<file path="src/design/rea_pkg.sv">
// Shared types, constants and the reciprocal table for the RGBA edge smoothing filter.
`timescale 1ns / 1ps
package rea_pkg;

  localparam int MAX_WIDTH_DEF = 1024;
  localparam int MAX_HEIGHT    = 4096;
  localparam int POS_W         = 13;   // holds any width or height up to 4096
  localparam int CNT_W         = 25;   // pixel index up to 4096 * 4096
  localparam int SUM_W         = 12;   // nine 8-bit channels
  localparam int DIV_W         = 4;    // divisor 1..10
  localparam int RCP_W         = 17;
  localparam int RCP_SHIFT     = 16;
  localparam int Q_DEPTH       = 8;
  localparam int Q_CNT_W       = $clog2(Q_DEPTH + 1);
  localparam int CFG_IDX_W     = 3;
  localparam int CFG_DATA_W    = 13;

  localparam logic [CFG_IDX_W-1:0] REG_WIDTH  = 3'd0;
  localparam logic [CFG_IDX_W-1:0] REG_HEIGHT = 3'd1;
  localparam logic [CFG_IDX_W-1:0] REG_RED    = 3'd2;
  localparam logic [CFG_IDX_W-1:0] REG_GREEN  = 3'd3;
  localparam logic [CFG_IDX_W-1:0] REG_BLUE   = 3'd4;
  localparam logic [CFG_IDX_W-1:0] REG_MX     = 3'd5;
  localparam logic [CFG_IDX_W-1:0] REG_MY     = 3'd6;

  localparam logic [1:0] MODE_PASS  = 2'd0;
  localparam logic [1:0] MODE_ALPHA = 2'd1;
  localparam logic [1:0] MODE_MEAN  = 2'd2;

  typedef struct packed {
    logic [10:0] width;
    logic [12:0] height;
    logic [7:0]  red;
    logic [7:0]  green;
    logic [7:0]  blue;
    logic [10:0] mx;
    logic [12:0] my;
  } cfg_t;

  // one classified pixel, waiting for its divide
  typedef struct packed {
    logic [1:0]             mode;
    logic [3:0][SUM_W-1:0]  sums;   // channel k at index k (0 red .. 3 alpha)
    logic [DIV_W-1:0]       div;
    logic [31:0]            centre;
    logic                   last;
  } entry_t;

  // ceil(2^16 / d): exact floor division for numerators below 4096
  function automatic logic [RCP_W-1:0] recip(input logic [DIV_W-1:0] d);
    logic [RCP_W-1:0] r;
    unique case (d)
      4'd1:    r = 17'd65536;
      4'd2:    r = 17'd32768;
      4'd3:    r = 17'd21846;
      4'd4:    r = 17'd16384;
      4'd5:    r = 17'd13108;
      4'd6:    r = 17'd10923;
      4'd7:    r = 17'd9363;
      4'd8:    r = 17'd8192;
      4'd9:    r = 17'd7282;
      4'd10:   r = 17'd6554;
      default: r = 17'd0;
    endcase
    return r;
  endfunction

endpackage

</file>
<file path="src/design/rea_back.sv">
// Back end: reciprocal divide of the neighbourhood sums and the output register.
`timescale 1ns / 1ps
module rea_back (
  input  logic                         clk,
  input  logic                         rst,
  input  rea_pkg::entry_t              head,
  input  logic [rea_pkg::Q_CNT_W-1:0]  count,
  output logic                         pop,
  output logic                         out_valid,
  input  logic                         out_stall,
  output logic [7:0]                   out_red,
  output logic [7:0]                   out_green,
  output logic [7:0]                   out_blue,
  output logic [7:0]                   out_alpha,
  output logic                         last_of_frame
);
  localparam int PROD_W = rea_pkg::SUM_W + rea_pkg::RCP_W;

  logic [rea_pkg::RCP_W-1:0] r;
  logic [3:0][7:0] q;
  logic [31:0] px;

  assign pop = (count != '0) && (!out_valid || !out_stall);
  assign r   = rea_pkg::recip(head.div);

  always_comb begin
    for (int k = 0; k < 4; k++) begin
      logic [PROD_W-1:0] p;
      p    = PROD_W'(head.sums[k]) * PROD_W'(r);
      q[k] = p[rea_pkg::RCP_SHIFT +: 8];
    end
    unique case (head.mode)
      rea_pkg::MODE_ALPHA: px = {q[3], head.centre[23:0]};
      rea_pkg::MODE_MEAN:  px = q;
      default:             px = head.centre;
    endcase
  end

  always_ff @(posedge clk) begin
    if (rst) out_valid <= 1'b0;
    else if (pop) out_valid <= 1'b1;
    else if (!out_stall) out_valid <= 1'b0;
  end

  always_ff @(posedge clk) begin
    if (pop) begin
      out_red       <= px[7:0];
      out_green     <= px[15:8];
      out_blue      <= px[23:16];
      out_alpha     <= px[31:24];
      last_of_frame <= head.last;
    end
  end

endmodule

</file>
<file path="config.mk">
export PLATFORM = sky130hd
export DESIGN_NAME = rea_back
export DESIGN_NICKNAME = d
export VERILOG_FILES = /design/src/design/rea_pkg.sv /design/src/design/rea_back.sv
export SDC_FILE = /design/constraint.sdc
export NUM_CORES = 1
export LEC_CHECK = 0
export BUFFER_PORTS_ARGS = -buffer_cell sky130_fd_sc_hd__buf_2
export CORE_MARGIN = 2
export CORE_UTILIZATION = 37
export CTS_CLUSTER_DIAMETER = 120
export DETAILED_ROUTE_END_ITERATION = 12
export PLACE_DENSITY = 0.54
export SYNTH_ARGS = -nofsm -noshare
export SYNTH_HDL_FRONTEND = slang
export SYNTH_SLANG_ARGS = --single-unit
</file>
<file path="constraint.sdc">
create_clock -name clk -period 15.1 [get_ports clk]
set_clock_uncertainty 0.2 [all_clocks]
set_input_delay 1.51 -clock clk [delete_from_list [all_inputs] [get_ports clk]]
set_output_delay 1.51 -clock clk [all_outputs]
set_load 0.05 [all_outputs]
</file>
# Yosys cells after proc, flatten, opt, wreduce, memory -nomap -nowiden
# Memories as Yosys holds them, arrays and structs flattened.
# Index checks and enable logic that the tools add are counted.
# word_totals
output_inout_bits	35
mem_count	1
word_cells	22
regBits	34
romBits	272
# classes
n_reduce_logical	5
n_mux	3
mul	4
n_eq_ne	3
# memory_table
memory	words	width	read_ports	rd_clocked_by_memory_dff	wr	line	rtl
(name not given)	16	17	1	0	0	rea_pkg.sv:52	unique case (d)
# ops
cell	count
$mul 12x17->24	4
$pmux 32 s2	1
$reduce_bool 4->1	1
$eq 2x1->1 const B	1
$eq 2x2->1 const B	1
$logic_not 1->1	2
$mux 1	2
$ne 2x2->1 const B	1
$logic_and 1x1->1	1
$logic_or 1x1->1	1

# Longest topological paths before layout
# logic_depth
ltp_word	4
mapped_depth	27
depth_no_buf	25

# Worst setup path before layout
# OpenSTA, ideal clock, no wires.
# synth_timing
path_kind	input to register
from	input port head[33] (netlist name)
to	register out_alpha[4] (data pin)
path_buffers	3
setup_ns	0.257
cell_stages	25
t_arrival_ns	7.217
slack_ns	7.427
cell_sequence	inv_1 > ha_1 > clkbuf_1 > nand2_1 > nand2_1 > clkbuf_1 > clkbuf_1 > nand2_1 > fa_1 > fa_1 > fa_1 > inv_1 > fa_1 > inv_1 > fa_1 > inv_1 > ha_1 > a2111oi_2 > o21ai_0 > a21oi_1 > o311a_1 > nor2_1 > a21o_1 > a211o_1 > a32o_1
# synth_between
elab_chain_cells	3
# synth_rtl
item	line	rtl
start, declared	rea_back.sv:6	input rea_pkg::entry_t head,
$mem_v2 16x17	-	
$mul 12x17->24	rea_back.sv:29	p = PROD_W'(head.sums[k]) * PROD_W'(r);
$pmux 32 s2	rea_back.sv:32	unique case (head.mode)
net px[28]	rea_back.sv:21	logic [31:0] px;
end signal, assigned	rea_back.sv:50	out_alpha <= px[31:24];
end, declared	rea_back.sv:14	output logic [7:0] out_alpha,
# The timed path passes the listed nets, and every way through them passes these cells.
# A chain may end at the register's enable or synchronous reset.

# Worst setup path after layout
# layout_timing
from	input port head[34] (netlist name)
to	register out_blue[6] (data pin)
# layout_between
elab_chain_cells	3
# layout_rtl
item	line	rtl
$mem_v2 16x17	-	
$mul 12x17->24	rea_back.sv:29	
$pmux 32 s2	rea_back.sv:32	
net px[22]	rea_back.sv:21	
end signal, assigned	rea_back.sv:49	out_blue <= px[23:16];
end, declared	rea_back.sv:13	output logic [7:0] out_blue,
# The timed path passes the listed nets, and every way through them passes these cells.

==> results by group <==
Status
  – Status: completed

Routing
  – Drt drc: 0
  – Pre-antenna DRT Iters: 5
  – Vias: between 15000 and 20000
  – Drt wl/cell: 16.68 µm
  – Antenna Nets Post-Route: 0
  – Total Wirelength: around 60 mm
  – Starting DRT DRC Count: about 790
  – Vias per cell: approximately 4.8

Clock tree
  – Post-CTS Setup Inserts: 0
  – Inserted Clock Buffers: 5
  – Clk sinks: 34
  – Resized Gates After CTS: 0
  – Root Buffer: clkbuf_16
  – Clock slew seen by the registers of the worst setup and hold paths: ~0.070 ns
  – Worst-case clock buffer depth: 2
  – Worst-Skew Late Latency: just under 0.3 ns
  – # hold bufs at CTS: 0
  – CTS tree: done
  – H-Tree Depth: 2

Timing
  – RSZ-0062 raised after global routing: no
  – Fmax: approximately 110 MHz
  – Fin. max-slew vios: 0
  – WHS: about 0.31 ns
  – Setup_tns: 0 ns
  – Worst-margin pin slew: approximately 0.85 ns
  – Slew HR: 0.4300
  – Crit share post-route: 0.5851
  – Final setup viols: 0
  – Min Tclk post-route: ~8.8 ns
  – Final-report hold violation count: 0

Logic synthesis
  – Post-synth EDFFs: 33
  – Most common flop cell mapped by yosys: edfxtp_1
  – Post-synth ARST share: 0
  – Most area-consuming cells after synthesis: fa_1, inv_1, nand2_1, ha_1, and2_1
  – Flops & latches, synth: 34
  – Syn avg cell area: roughly 8.5 µm²
  – Synth area leader: fa_1
  – Sequential element share of the synthesized area: 0.04306
  – Cells after Synth: between 2000 and 3000
  – Top cell type's share of synthesized area: 0.4809
  – Mapped cell area: 0.02348 mm²
  – Synth Net Count: between 3000 and 4000
  – Synth Warn #: 0
  – Synth cell types: 72

Floorplan
  – Io pins: 129
  – Die span in y: 255.9 µm
  – Die ar.: 0.06549 mm²
  – Core area: approximately 0.063 mm²
  – Die outline width: between 200 and 300 µm
  – FP Rows: 92
  – Starting density of the core: 0.3736

Setup path
  – CP endpoint kind: flip-flop
  – Largest fanout on the critical path: just under 50
  – R2R Setup Slk: 13.64 ns
  – Crit Path Category: input pin to flip-flop
  – Worst setup path start: head[34]
  – Crit path DAT: between 8 and 9 ns
  – Worst EP required: around 15 ns
  – Worst reg2reg path depth: 2
  – Worst reg2reg path startpoint: out_valid
  – Critical path launch point type: input pin
  – Reg2reg end: out_alpha[2]

Min path
  – Hold Path Cell Cnt: 2
  – Worst Hold Class: flip-flop to flip-flop
  – Hold Startpoint: out_valid
  – Min-Delay Endpoint: out_valid

Final layout
  – Layout cells sized above 1: 0.06904
  – Design Area, Final: roughly 0.025 mm²
  – Nets: approximately 3600
  – Commonest non-fill, non-tap cell in the layout: inv_1
  – Filler Cell Count: around 6400
  – Layout area overhead: 6.304%
  – Area of the multi-input gates: approximately 0.019 mm²
  – Most frequent cells in the layout: inv_1, nand2_1, fa_1, and2_1, ha_1
  – Non-filler cells, final: approximately 3600
  – Inserted Diodes: 0
  – Register area: ~0.0010 mm²

Placement
  – DP Area: approximately 0.025 mm²
  – Post-Place Cells: ~3600
  – Routability cong.: 0.8246
  – DP HPWL: about 47 mm
  – PortBufs: between 100 and 150

Global routing
  – Largest net degree at the start of global routing: 50
  – First-pass GRT wire length: ~100 mm
  – Total gr overflow: 0
  – Initial antenna violation count: 1
  – GRT Total Usage: 0.1925
  – Vias in the first global route: between 15000 and 20000

Pwr
  – Leakage: approximately 13 nW
  – Max VDD drop: between 60 and 70 µV
  – Power Density: between 60 and 70 mW/mm²

Run
  – Max_cap viols: 0
layer usage:
layer / vias to the layer above / share of wire / GRT usage
li1: 7859 / - / -
met1: 8966 / 0.47 / 0.2808
met2: 427 / 0.47 / 0.3167
met3: 39 / 0.049 / 0.02020
met4: 2 / 0.010 / 0.02680
met5: - / 0.00018 / 0
registers in the layout (all words and copies together) (netlist names):
name / flops
out_valid: 1
out_blue: 8
out_alpha: 8
out_red: 8
out_green: 8
last_of_frame: 1
worst max-delay path, stage by stage:
cell      delay (ns)
buf_2           0.12
inv_1           0.09
ha_1            0.27
nand2_1         0.13
a21oi_4         0.16
buf_4           0.54
nand2b_2        0.42
buf_4           0.52
nand2_1         0.16
fa_1            0.52
fa_1            0.53
inv_1           0.06
fa_1            0.44
fa_1            0.52
inv_1           0.05
fa_1            0.47
inv_1           0.04
ha_1            0.29
a211oi_1        0.23
o21ai_0         0.12
a221o_1         0.34
a41oi_2         0.45
o211ai_1        0.23
a21oi_1         0.20
xor2_1          0.16
o21ai_0         0.09
area by class of cell:
class | instances | share of cell area
Clock inverter | 3 | 0.001805
Clock buffer | 5 | 0.005013
Inverter | 727 | 0.1093
Multi-Input combinational cell | 1833 | 0.7687
Tap cell | 846 | 0.04241
Sequential cell | 34 | 0.04050
Timing Repair Buffer | 150 | 0.03228
how the worst max path moves through the flow:
stage                        end  slack (ns)  cells past startpoint
finish               out_blue[6]        6.27                     26
floorplan           out_alpha[4]        7.43                     25
global route         out_blue[6]        5.76                     26
global placement     out_blue[6]        6.12                     26
detailed placement   out_blue[6]        5.94                     26
CTS                  out_blue[6]        6.24                     26
synthesized netlist by cell type (all sizes together), types with 25 or more instances:
| library cell | instances |
|---|---|
| nor2 | 26 |
| clkbuf | 136 |
| fa | 564 |
| a21oi | 30 |
| and2 | 207 |
| edfxtp | 33 |
| inv | 727 |
| buf | 25 |
| ha | 175 |
| o21ai | 36 |
| nand2 | 592 |
| xnor2 | 49 |
kinds of logic (layout without fill, tap and decap cells):
logic type               Yosys count  after routing  share of synthesized area
buffers and inverters            888            885                     0.1435
adder cells (fa/ha/maj)          739            739                     0.5741
multiplexers                       1              1                  0.0004263
XOR/XNOR                          60             60                    0.02329
AO/OA/AOI/OAI                    138            138                    0.04103
flip-flops                        34             34                    0.04306
AND/OR/NAND/NOR                  895            895                     0.1746
stage by stage:
stage               utilization  power [mW]  setup WS, ns
finish                   0.3971       1.688         6.265
global route             0.3971       1.924         5.764
CTS                      0.3971       1.711         6.243
detailed placement       0.3944       1.565         5.936
global placement         0.3944       1.541         6.116
floorplan                     -       1.197         7.427
where the power goes:
group	leakage, nW	switching (mW)	internal (mW)
Sequential	0.356	0.00566	0.127
Combinational	12.2	0.879	0.549
Clock	0.0760	0.0483	0.0780
Total	12.7	0.933	0.754
No activity file was read; power rests on OpenSTA's default activity.
