[src/design/rea_pkg.sv]
// Shared types, constants and the reciprocal table for the RGBA edge smoothing filter.
`timescale 1ns / 1ps
package rea_pkg;

  localparam int MAX_WIDTH_DEF = 1024;
  localparam int MAX_HEIGHT    = 4096;
  localparam int POS_W         = 13;   // holds any width or height up to 4096
  localparam int CNT_W         = 25;   // pixel index up to 4096 * 4096
  localparam int SUM_W         = 12;   // nine 8-bit channels
  localparam int DIV_W         = 4;    // divisor 1..10
  localparam int RCP_W         = 17;
  localparam int RCP_SHIFT     = 16;
  localparam int Q_DEPTH       = 8;
  localparam int Q_CNT_W       = $clog2(Q_DEPTH + 1);
  localparam int CFG_IDX_W     = 3;
  localparam int CFG_DATA_W    = 13;

  localparam logic [CFG_IDX_W-1:0] REG_WIDTH  = 3'd0;
  localparam logic [CFG_IDX_W-1:0] REG_HEIGHT = 3'd1;
  localparam logic [CFG_IDX_W-1:0] REG_RED    = 3'd2;
  localparam logic [CFG_IDX_W-1:0] REG_GREEN  = 3'd3;
  localparam logic [CFG_IDX_W-1:0] REG_BLUE   = 3'd4;
  localparam logic [CFG_IDX_W-1:0] REG_MX     = 3'd5;
  localparam logic [CFG_IDX_W-1:0] REG_MY     = 3'd6;

  localparam logic [1:0] MODE_PASS  = 2'd0;
  localparam logic [1:0] MODE_ALPHA = 2'd1;
  localparam logic [1:0] MODE_MEAN  = 2'd2;

  typedef struct packed {
    logic [10:0] width;
    logic [12:0] height;
    logic [7:0]  red;
    logic [7:0]  green;
    logic [7:0]  blue;
    logic [10:0] mx;
    logic [12:0] my;
  } cfg_t;

  // one classified pixel, waiting for its divide
  typedef struct packed {
    logic [1:0]             mode;
    logic [3:0][SUM_W-1:0]  sums;   // channel k at index k (0 red .. 3 alpha)
    logic [DIV_W-1:0]       div;
    logic [31:0]            centre;
    logic                   last;
  } entry_t;

  // ceil(2^16 / d): exact floor division for numerators below 4096
  function automatic logic [RCP_W-1:0] recip(input logic [DIV_W-1:0] d);
    logic [RCP_W-1:0] r;
    unique case (d)
      4'd1:    r = 17'd65536;
      4'd2:    r = 17'd32768;
      4'd3:    r = 17'd21846;
      4'd4:    r = 17'd16384;
      4'd5:    r = 17'd13108;
      4'd6:    r = 17'd10923;
      4'd7:    r = 17'd9363;
      4'd8:    r = 17'd8192;
      4'd9:    r = 17'd7282;
      4'd10:   r = 17'd6554;
      default: r = 17'd0;
    endcase
    return r;
  endfunction

endpackage

[src/design/rea_fifo.sv]
// Short queue of classified pixels between the front and back ends.
`timescale 1ns / 1ps
module rea_fifo (
  input  logic                         clk,
  input  logic                         rst,
  input  logic                         push,
  input  rea_pkg::entry_t              push_entry,
  input  logic                         pop,
  output rea_pkg::entry_t              head,
  output logic [rea_pkg::Q_CNT_W-1:0]  count
);
  localparam int PTR_W = $clog2(rea_pkg::Q_DEPTH);

  rea_pkg::entry_t   ent [rea_pkg::Q_DEPTH];
  logic [PTR_W-1:0]  wr_ptr, rd_ptr;

  assign head = ent[rd_ptr];

  always_ff @(posedge clk) begin
    if (push) ent[wr_ptr] <= push_entry;
  end

  always_ff @(posedge clk) begin
    if (rst) begin
      wr_ptr <= '0;
      rd_ptr <= '0;
      count  <= '0;
    end else begin
      if (push) wr_ptr <= wr_ptr + PTR_W'(1);
      if (pop)  rd_ptr <= rd_ptr + PTR_W'(1);
      count <= count + rea_pkg::Q_CNT_W'(push) - rea_pkg::Q_CNT_W'(pop);
    end
  end

endmodule

[config.mk]
export PLATFORM = sky130hd
export DESIGN_NAME = rea_fifo
export DESIGN_NICKNAME = d
export VERILOG_FILES = /design/src/design/rea_pkg.sv /design/src/design/rea_fifo.sv
export SDC_FILE = /design/constraint.sdc
export NUM_CORES = 1
export LEC_CHECK = 0
export BUFFER_PORTS_ARGS = -buffer_cell sky130_fd_sc_hd__buf_2
export CORE_MARGIN = 2
export CORE_UTILIZATION = 64
export CTS_CLUSTER_DIAMETER = 50
export DETAILED_ROUTE_END_ITERATION = 8
export PLACE_DENSITY = 0.84
export SLEW_MARGIN = 20
export SYNTH_ARGS = -nofsm -noshare
export SYNTH_HDL_FRONTEND = slang
export SYNTH_SLANG_ARGS = --single-unit
[constraint.sdc]
create_clock -name clk -period 17.17 [get_ports clk]
set_input_delay 1.717 -clock clk [delete_from_list [all_inputs] [get_ports clk]]
set_output_delay 1.717 -clock clk [all_outputs]
set_load 0.05 [all_outputs]
**Word level (Yosys, flattened, before mapping)**

Memories as Yosys holds them, arrays and structs flattened. A register that Yosys moved wholly into a read port is not among the register bits.
Cells that the tools add are included.

- Bits in writable memories: 696
- Flip-flop bits (word level): 10
- Input bits: 91
- Logic and storage cells: 12
- Memories: 1
- Output and inout bits: 91

Memories:

| memory | words | bits a word | rd ports | clocked after Yosys merged registers in | wr ports | line | source |
|---|---|---|---|---|---|---|---|
| ent | 8 | 87 | 1 | 1 | 1 | rea_fifo.sv:14 | `rea_pkg::entry_t ent [rea_pkg::Q_DEPTH];` |

- Add/sub/neg operators: 4
- Muxes and demuxes: 4

Operators by type and width:

| operator | count |
|---|---|
| adder 3 x 1 -> 3 bit (second input constant) | 2 |
| 2-to-1 mux 3 bit | 2 |
| adder 4 x 1 -> 4 bit | 1 |
| subtractor 4 x 1 -> 4 bit | 1 |
| 2-to-1 mux 1 bit | 2 |

**Longest topological paths before layout**

Gate-level depths: netlist (run 1).

- Depth in word-level cells: 3
- Depth in mapped cells: 8
- Gate-level depth less buffers: 8

**Worst setup path before layout (run 1)**

OpenSTA, ideal clock, no wires.

- Kind: input-to-reg
- Start point: input push
- End point: memory ent[0][0] (netlist name) (enable)
- Arrival: 7.720 ns
- Required time: 16.531 ns
- Buffers on the path: 0
- Stages: 2
- Library setup time: 0.639 ns
- Path slack: 8.811 ns
- Path through: nand2b_1 -> nor3_1

- Word-level cells in the longest chain between the ends: 2

RTL lines:

| what | line | source |
|---|---|---|
| from (decl) | rea_fifo.sv:6 | `input logic push,` |
| 2-to-1 mux 1 bit | rea_fifo.sv:20 | `if (push) ent[wr_ptr] <= push_entry;` |
| 2-to-1 mux 1 bit (not written as such) | rea_fifo.sv:20 |  |
| to (decl) | rea_fifo.sv:14 |  |

No other way between the ends.

==> results of run 1 <==
-- per-stage QoR --
stage          instances  total power, mW  setup slack, ns
2_1_floorplan       1071             2.29             8.81
3_3_place_gp        1756             2.37            11.63
3_5_place_dp        1756             2.38            11.61
4_1_cts             1877             3.77            10.99
5_1_grt             1879             3.86            10.77
6_report            1882             3.74            11.20
-- worst paths after layout --
check,startpoint,to,slack [ns],cells after the start
min,wr_ptr[0],wr_ptr[0],0.52,2
min reg2reg,wr_ptr[0],wr_ptr[0],0.52,2
max,flop,head[63],11.20,5
max reg2reg,wr_ptr[0],ent[0][46],15.18,3
-- critical path, stage by stage (launching register included) --
cell and delay, ns:
dfxtp_4 0.97, buf_4 0.89, buf_4 0.63, mux4_2 0.57, mux2_2 0.29, buf_2 0.22
-- power by group --
part	switching, mW	internal (mW)	total, mW
Combinational	0.246	0.132	0.378
Sequential	0.0239	1.94	1.97
Clock	0.604	0.798	1.40
Total	0.874	2.87	3.74
-- layout by cell type (no fill, tap or decap) --
cell type and count:
mux2i_1 2, clkinvlp_4 2, nand3_1 2, inv_1 6, clkbuf_16 71, mux4_2 174, clkinv_8 1, buf_4 22
edfxtp_1 696, mux2_2 87, nand2_1 4, inv_6 5, xor2_1 3, a21o_1 1, bufinv_16 2, nand2b_1 4
clkinv_2 7, clkinv_1 10, nor2b_1 1, xnor2_1 2, diode_2 5, fa_1 1, clkbuf_8 1, ha_1 6
dfxtp_1 10, nor2_4 6, buf_2 181, nor2_1 8, dfxtp_4 3, clkbuf_1 22, nor3_2 2, a21oi_1 3
-- layer usage --
layer	up-vias	GRT usage [%]	part of all wire [%]
met4	6	7.69	1.9
li1	5026	-	-
met1	6274	32.8	39
met5	-	0	0.055
met2	468	40.7	52
met3	77	5.43	7.1
-- kinds of logic (layout without fill, tap and decap cells) --
group                      Yosys count  after routing  synth area share (%)
adders and majority gates            7              7                 0.356
muxes                              263            263                  18.4
DFF                                709            709                  79.2
buffers and inverters               56            330                  1.31
AOI/OAI and AO/OA                    4              4                0.0843
and+or+nand+nor                     27             27                 0.445
xor gates and xnor gates             5              5                 0.164
other                                0              5                     0
-- flip-flops by register name (all words and copies together), names as in the netlist, named ones only --
signal,count
count,4
ent,696
rd_ptr,3
wr_ptr,3
-- cell type report --
cell class              count  area share, %
diodes                      5         0.0413
clock buffers              94           6.19
inverters                   6         0.0744
flip-flops and latches    709           69.9
clock inverters            27          0.686
well taps                 532           2.20
repair buffers            203           3.54
multi-input cells         306           17.4
==> summary.md, run 1 <==
| Metric | Value |
|---|---|
| Initial Utilization | 65.1% |
| Clock buffer depth | 3 |
| Top cells by area, synth | edfxtp_1 78%, mux4_2 15%, mux2_2 3.7%, dfxtp_1 0.97%, buf_6 0.76% |
| Final wirelength | 50900 um |
| Critical Path Source Type | flop |
| Top Ports | roughly 180 |
| Final Util | 73.8% |
| Relative slew slack | 33.1% |
| Synth warn | 0 |
| Final Cycle Share | 34.7% |
| # H-tree levels | 3 |
| Least-Margin Pin Slew | around 1 ns |
| Gr usage total | 24.4% |
| Final hold vios | 0 |
| Crit path time final | 5.97 ns |
| Area of the multi-input gates | 5250 um2 |
| Rows | 74 |
| Routability congestion estimate | about 0.69 |
| Post-route ant nets | 0 |
| FFs w/ async S/R, synth | 0% |
| Clock sinks | 709 |
| Pwr Density | 124 nW/um2 |
| Main flop type after synthesis | edfxtp_1 |
| Total number of vias | about 12k |
| Area leader, netlist | edfxtp_1 |
| Avg Cell Area, Syn | 24.9 um2 |
| Worst-skew pair later-pin latency | 0.59 ns |
| Number of flops mapped to enable cells by yosys | 696 |
| Reg area | about 21000 um2 |
| Die X | 208 um |
| Num CTS Buffers | approximately 70 |
| Pin count of the biggest net entering global routing | 65 |
| # setup viols final | 0 |
| Leakage dissipation | roughly 9.6 nW |
| Post-synth top cells | 696 x edfxtp_1, 174 x mux4_2, 87 x mux2_2, 18 x buf_6, 15 x buf_1 |
| Core footprint | slightly above 40000 um2 |
| Setup TNS | 0 ns |
| Die ar. | 43400 um2 |
| Outcome | completed |
| Hold WC Path Type | flop to flop |
| Setup Crit Path Kind | flop to output port |
| CP required | approximately 15 ns |
| Final net count | 1393 |
| Fillers | 2165 |
| Yosys reg bits | 709 |
| Antenna violations before repair | 7 |
| Port buffer count | 181 |
| First-pass GRT wire length | 77600 um |
| VDD IR-drop max | 0.172 mV |
| Fmax | between 150 and 200 MHz |
| CTS Hold Bufs | 0 |
| Critical path arrival | 4.25 ns |
| CTS tree | done |
| Critical Path End Type | output port |
| Cell with the most instances after synthesis | edfxtp_1 |
| Post-Syn Area | 26700 um2 |
| Cell area after placement | 28200 um2 |
| Worst Hold Margin | roughly 0.52 ns |
| Initial drt markers | 1112 |
| Max cap viols | 0 |
| Clock transition at the registers of the reported paths | 0.06 ns |
| DRC errors left | 0 |
| Post-Syn Nets | 1169 |
| Die Y | 208 um |
| Vias in the first global route | 12.7k |
| Avg WL per Cell | 27.1 um |
| Post CTS Setup Buffer Count | 0 |
| Crit-path max FO | 52 |
| Synth Instances | 1071 |
| GR Overflow Total | 0 |
| RSZ-0062 raised after global routing | false |
| DP HPWL | 25900 um |
| Finished Cell Area | 30300 um2 |
| First-pass DRT Iterations | 5 |
| Pins Over Slew Limit | 0 |
| Drt via density | 6.30 |
| Sequential share of the synthesized area | about four fifths |
| Layout cell share with drive strength beyond 1 | 41.9% |
| Yosys cell types | 22 |
| Clock skew | 0.0187 ns |
| CTS root buf | clkbuf_16 |
| Share of the synthesized area in the top cell type | 78.2% |
| Layout area overhead | 13.4% |
| CTS resizes | 0 |
Power figures use the tool's default switching activity.
==> run 2: changes to the inputs <==
- CORE_UTILIZATION: 64 -> 60
- PLACE_DENSITY: 0.84 -> 0.79
- clock period: 17.17 -> 6.21 ns (I/O delays scaled with it)
==> summary.md, run 2 (synthesized netlist as in run 1, its figures left out) <==
| Metric | Value |
|---|---|
| Reg2Reg Launch Point | wr_ptr[0] |
| Post-route ant nets | 0 (unchanged) |
| Setup TNS | 0 ns (unchanged) |
| Layout area overhead | 14.3% |
| CTS root buf | clkbuf_16 |
| Num CTS Buffers | 69 (unchanged) |
| WHS Endpoint | ent[2][1] |
| Port buffer count | 181 (unchanged) |
| Relative slew slack | 33.6% (+0.50 points) |
| Largest registers | ent x696, count x4 |
| Clock buffer depth | 3 (unchanged) |
| Setup Crit Path Kind | flop to output port |
| Clock transition at the registers of the reported paths | 0.06 ns (about the same) |
| First-pass DRT Iterations | 7 (+2) |
| CTS tree | done |
| Worst Hold Margin | 0.297 ns (-0.228 ns) |
| Critical Path End Type | output port |
| Max reg flops | 696 (unchanged) |
| First-pass GRT wire length | 76300 um (-1.6%) |
| Hold Path Cell Cnt | 1 (-1) |
| Drt via density | 6.04 (-4.1%) |
| Gr usage total | 22.4% (-2.1 points) |
| Leakage dissipation | 9.69 nW (+0.41%) |
| Pin count of the biggest net entering global routing | 110 (+69%) |
| Commonest non-fill, non-tap cell in the layout | edfxtp_1 |
| Routability congestion estimate | 0.698 (+1.7%) |
| Initial drt markers | 977 (-12%) |
| Vias in the first global route | 12.4k (-2.9%) |
| Clock skew | 0.0185 ns (-0.000207 ns) |
| Cell area after placement | 28300 um2 (+0.51%) |
| Final hold vios | 0 (unchanged) |
| CTS resizes | 0 (unchanged) |
| Clock sinks | 709 (unchanged) |
| Core footprint | 44100 um2 (+7.6%) |
| PnR worst setup slack | 2.34 ns (-8.87 ns) |
| # setup viols final | 0 (unchanged) |
| Reg-to-reg setup timing slack | 3.79 ns (-11.39 ns) |
| Initial Utilization | 60.5% (-4.6 points) |
| Final Cycle Share | 62.4% |
| Rows | 77 (+4.1%) |
| Fmax | 258 MHz |
| Hold WC Path Type | input port to flop |
| Finished Cell Area | 30500 um2 (+0.79%) |
| CTS Hold Bufs | 0 (unchanged) |
| Pwr Density | 344 nW/um2 (+180%) |
| Antenna violations before repair | 8 (+1) |
| GR Overflow Total | 0 (unchanged) |
| Layout cell share with drive strength beyond 1 | 41.7% (-0.20 points) |
| Die X | 215 um (+3.2%) |
| Top Ports | 182 (unchanged) |
| DP HPWL | 25500 um (-1.7%) |
| Hold path startpoint | push_entry[1] |
| Critical Path Source Type | flop |
| Least-Margin Pin Slew | 0.996 ns (-0.00757 ns) |
| Final wirelength | 50400 um (-1.2%) |
| Pins Over Slew Limit | 0 (unchanged) |
| Avg WL per Cell | 26.0 um (-4.1%) |
| Max cap viols | 0 (unchanged) |
| Critical path arrival | 3.25 ns (-1.00 ns) |
| R2R depth | 3 (unchanged) |
| Worst reg2reg path endpoint | ent[4][57] |
| Die ar. | 46200 um2 (+6.5%) |
| RSZ-0062 raised after global routing | false |
| DRC errors left | 0 (unchanged) |
| Total number of vias | 11.7k (-1.2%) |
| VDD IR-drop max | 0.279 mV (+62%) |
| Outcome | completed |
| Worst slack, placed | 2.94 ns (-8.67 ns) |
| Non-Filler Instances | 1939 (+3.0%) |
| Crit path time final | 3.87 ns |
| Crit-path max FO | 109 (+110%) |
| Die Y | 215 um (+3.2%) |
| Commonest non-fill, non-tap cells in the layout | 696 x edfxtp_1, 181 x buf_2, 174 x mux4_2 |
| Dpl cells | 1810 (+3.1%) |
| Final net count | 1387 (-0.43%) |
| Post CTS Setup Buffer Count | 0 (unchanged) |
| Worst-skew pair later-pin latency | 0.59 ns (about the same) |
| Largest Register | ent |
| # H-tree levels | 3 (unchanged) |
| CP required | 5.59 ns (-9.86 ns) |
run 2: cell count changes in the layout (fill, tap and decap cells not counted), moves of 3 or more:
cell | previous run | this run
buf_4 | 22 | 8
buf_12 | 0 | 8
inv_6 | 5 | 0
clkinv_2 | 7 | 11
bufinv_16 | 2 | 5
clkinv_1 | 10 | 13
run 2: through the flow:
stage | power (mW) | util, %
after floorplan | 6.32 | -
after global placement | 6.56 | 64.2
after detailed placement | 6.58 | 64.2
after CTS | 10.6 | 69.1
after global routing | 10.8 | 69.1
final | 10.5 | 69.2
run 2: layout make-up:
| class | count | area [um2] |
|---|---|---|
| sequential | 709 | 21200 |
| fill | 2684 | 13600 |
| multi-input combinational | 306 | 5270 |
| clock buffer | 94 | 1920 |
| timing repair buffer | 197 | 1130 |
| tap | 592 | 741 |
| clock inverter | 30 | 262 |
| inverter | 6 | 22.5 |
| antenna | 5 | 12.5 |
run 2: worst max path at each step:
stage                     cells past startpoint         to  startpoint  slack (ns)
after floorplan                               2  ent[2][0]        push        1.30
after global placement                        4    head[3]        flop        2.94
after detailed placement                      4   head[14]        flop        2.94
after CTS                                     4   head[19]        flop        2.30
after global routing                          4   head[14]        flop        2.24
final                                         4    head[3]        flop        2.34
run 2: metal layers:
layer / part of all wire, % / GRT usage [%] / up-vias
li1: - / - / 5015
met1: 40 / 31.0 / 6212
met2: 51 / 36.6 / 391
met3: 6.6 / 4.67 / 83
met4: 2.2 / 7.01 / 10
met5: 0.14 / 0 / -
run 2: power breakdown:
| part | internal (mW) | switching [mW] |
|---|---|---|
| Clock | 2.37 | 1.66 |
| Sequential | 5.37 | 0.0506 |
| Combinational | 0.370 | 0.689 |
| Total | 8.10 | 2.40 |
run 2: critical path, cell delays in order, from the launching register on:
cell and delay (ns):
dfxtp_4 0.97, buf_12 0.57, mux4_2 0.41, mux2_2 0.30, buf_2 0.22
==> run 3: changes to the inputs <==
- ABC_AREA: default -> 1
- CORE_UTILIZATION: 60 -> 55
- PLACE_DENSITY: 0.79 -> 0.76
- clock period: 6.21 -> 3.44 ns (I/O delays scaled with it)
==> summary.md, run 3 <==
| Metric | Value |
|---|---|
| Number of flops mapped to enable cells by yosys | 696 (unchanged) |
| Clock buffer depth | 3 (unchanged) |
| VDD IR-drop max | 0.450 mV (+62%) |
| Synth warn | 0 (unchanged) |
| Final wirelength | 67600 um (+34%) |
| Die ar. | 58100 um2 (+26%) |
| Port buffer count | 181 (unchanged) |
| Crit-path max FO | 174 (+60%) |
| Least-Margin Pin Slew | 0.969 ns (-0.0264 ns) |
| PnR worst setup slack | 0.536 ns (-1.80 ns) |
| Slowest CP cell | buf_12 |
| Worst reg2reg path endpoint | ent[3][51] |
| Share of the synthesized area in the top cell type | 67.6% (-11 points) |
| Worst Path Buf+Inv | 2 (unchanged) |
| Clock transition at the registers of the reported paths | 0.06 ns (about the same) |
| Die Y | 241 um (+12%) |
| Final hold vios | 0 (unchanged) |
| RSZ-0062 raised after global routing | false |
| Max stage delay on crit path | 0.69 ns (-0.28 ns) |
| Largest Register | ent |
| Critical Path Source Type | flop |
| Pins Over Slew Limit | 0 (unchanged) |
| Leakage dissipation | 16.4 nW (+69%) |
| Routability congestion estimate | 0.731 (+4.7%) |
| CTS resizes | 0 (unchanged) |
| Antenna violations before repair | 6 (-2) |
| CTS tree | done |
| WHS Endpoint | ent[2][60] |
| Avg WL per Cell | 16.4 um (-37%) |
| Max reg flops | 696 (unchanged) |
| # setup viols final | 0 (unchanged) |
| DRC errors left | 0 (unchanged) |
| Commonest non-fill, non-tap cell in the layout | nand2_1 |
| Clock sinks | 709 (unchanged) |
| Post-route ant nets | 0 (unchanged) |
| Crit path top cell by count | nand2_1 |
| Initial Utilization | 55.9% (-4.6 points) |
| Initial drt markers | 1860 (+90%) |
| Reg2Reg Launch Point | wr_ptr[0] |
| GR Overflow Total | 0 (unchanged) |
| Top cells by area, synth | edfxtp_1 68%, nand2_1 14%, inv_1 8.6%, nand3_1 5.7%, buf_2 1.3% |
| Family with the most delay on the worst path | buffers and inverters |
| Vias in the first global route | 20.1k (+62%) |
| Final Cycle Share | 84.4% |
| Pin count of the biggest net entering global routing | 181 (+65%) |
| R2R depth | 3 (unchanged) |
| Sequential share of the synthesized area | 68.4% (-11 points) |
| Drt via density | 4.97 (-18%) |
| Layout area overhead | 15.3% |
| Critical path arrival | 2.56 ns (-0.69 ns) |
| Hold WC Path Type | input port to flop |
| Num CTS Buffers | 74 (+7.2%) |
| Crit path cell chain | buf_12, nand3_1, nand2_1, nand2_1, nand2_1, buf_2 |
| First-pass DRT Iterations | 8 (+1) |
| Fillers | 4171 (+55%) |
| Max cap viols | 0 (unchanged) |
| Final net count | 3423 (+150%) |
| Commonest non-fill, non-tap cells in the layout | 1145 x nand2_1, 710 x inv_1, 696 x edfxtp_1 |
| Layout cell share with drive strength beyond 1 | 9.73% (-32 points) |
| Dpl cells | 3913 (+120%) |
| CTS root buf | clkbuf_16 |
| CP required | 3.10 ns (-2.49 ns) |
| Pwr Density | 566 nW/um2 (+64%) |
| Worst slack, placed | 1.22 ns (-1.72 ns) |
| Largest registers | ent x696, count x4 |
| Gr usage total | 23.7% (+1.4 points) |
| Hold Path Cell Cnt | 1 (unchanged) |
| Top Ports | 182 (unchanged) |
| Yosys cell types | 19 (-14%) |
| Final Util | 64.5% (-4.7 points) |
| DP HPWL | 34000 um (+34%) |
| Die X | 241 um (+12%) |
| Total number of vias | 20.5k (+75%) |
| Yosys reg bits | 709 (unchanged) |
| Setup Crit Path Kind | flop to output port |
| Worst Hold Margin | 0.0322 ns (-0.265 ns) |
| FFs w/ async S/R, synth | 0% (unchanged) |
| Core footprint | 55300 um2 (+25%) |
| Main flop type after synthesis | edfxtp_1 |
| Rows | 86 (+12%) |
| Relative slew slack | 35.4% (+1.8 points) |
| Worst-skew pair later-pin latency | 0.62 ns (+0.03 ns) |
| Crit path time final | just under 3 ns |
| Post-Syn Area | 30900 um2 (+16%) |
| Post-synth top cells | 1145 x nand2_1, 711 x inv_1, 696 x edfxtp_1, 350 x nand3_1, 80 x buf_2 |
| Reg area | 21200 um2 (unchanged) |
| Area leader, netlist | edfxtp_1 |
| Clock skew | 0.0233 ns (+0.00480 ns) |
| Post-Syn Nets | 3185 (+170%) |
| Fmax | about 340 MHz |
| Reg-to-reg setup timing slack | 1.48 ns (-2.31 ns) |
| # H-tree levels | 3 (unchanged) |
| Non-Filler Instances | 4132 (+110%) |
| Outcome | completed |
| Synth Instances | 3087 (+190%) |
| Hold path startpoint | push_entry[60] |
| Critical Path End Type | output port |
| Area of the multi-input gates | 6340 um2 (+20%) |
| First-pass GRT wire length | 105000 um (+38%) |
| Avg Cell Area, Syn | 10.0 um2 (-60%) |
| Post CTS Setup Buffer Count | 0 (unchanged) |
| CTS Hold Bufs | 84 (+84) |
| Cell with the most instances after synthesis | nand2_1 |
[run 3: cell count changes after synthesis, moves of 5 or more]
cell,change
nand2_1,+1141
inv_1,+705
buf_2,+76
buf_4,+26
mux2_2,-87
buf_1,-10
clkbuf_1,-5
nand3_1,+348
mux4_2,-174
[run 3: kinds of logic after synthesis]
group	Yosys count	share of synthesized area [%]
buffers and inverters	847	11.3
AND/OR/NAND/NOR	1512	19.8
adder cells (fa/ha/maj)	7	0.307
XOR/XNOR	1	0.0283
flip-flops	709	68.4
AO/OA/AOI/OAI	11	0.178
[run 3: cell type report]
class / count / area share, %
inverters: 713 / 7.56
well taps: 748 / 2.62
clock buffers: 90 / 5.48
diodes: 3 / 0.0210
multi-input cells: 1531 / 17.8
repair buffers: 296 / 6.11
flip-flops and latches: 709 / 59.4
clock inverters: 42 / 1.07
[run 3: worst max-delay path by stage]
stage	start	end	cells past startpoint
finish	flop	head[36]	6
global route	flop	head[25]	6
CTS	flop	head[36]	6
detailed placement	flop	head[38]	6
global placement	flop	head[16]	6
floorplan	push	ent[0][0]	3
[run 3: worst register-to-register path, cell delays in order (launching register included)]
cell	delay (ns)
dfxtp_1	0.39
nand2_1	0.26
nor2_4	0.21
buf_4	0.67
[run 3: report_power, final]
part | switching [mW] | internal, mW | total [mW]
clock | 3.25 | 4.44 | 7.69
sequential | 0.0596 | 9.70 | 9.76
combinational | 2.03 | 0.687 | 2.72
total | 5.34 | 14.8 | 20.2
[run 3: stage by stage]
step                      TNS (ns)  total power, mW  area [um2]
final                            0             20.2       35700
after detailed placement         0             12.6       32500
after global routing             0             20.9       35700
after global placement           0             12.5       32500
after floorplan            -498.30             11.9       30900
after CTS                        0             20.3       35700
[run 3: routing by layer]
metal	vias up	track usage (%)	wire, um
met3	135	3.99	4510
met4	6	8.19	1580
met1	9666	30.8	27800
met2	684	40.6	33600
li1	10100	-	-
met5	-	0	41
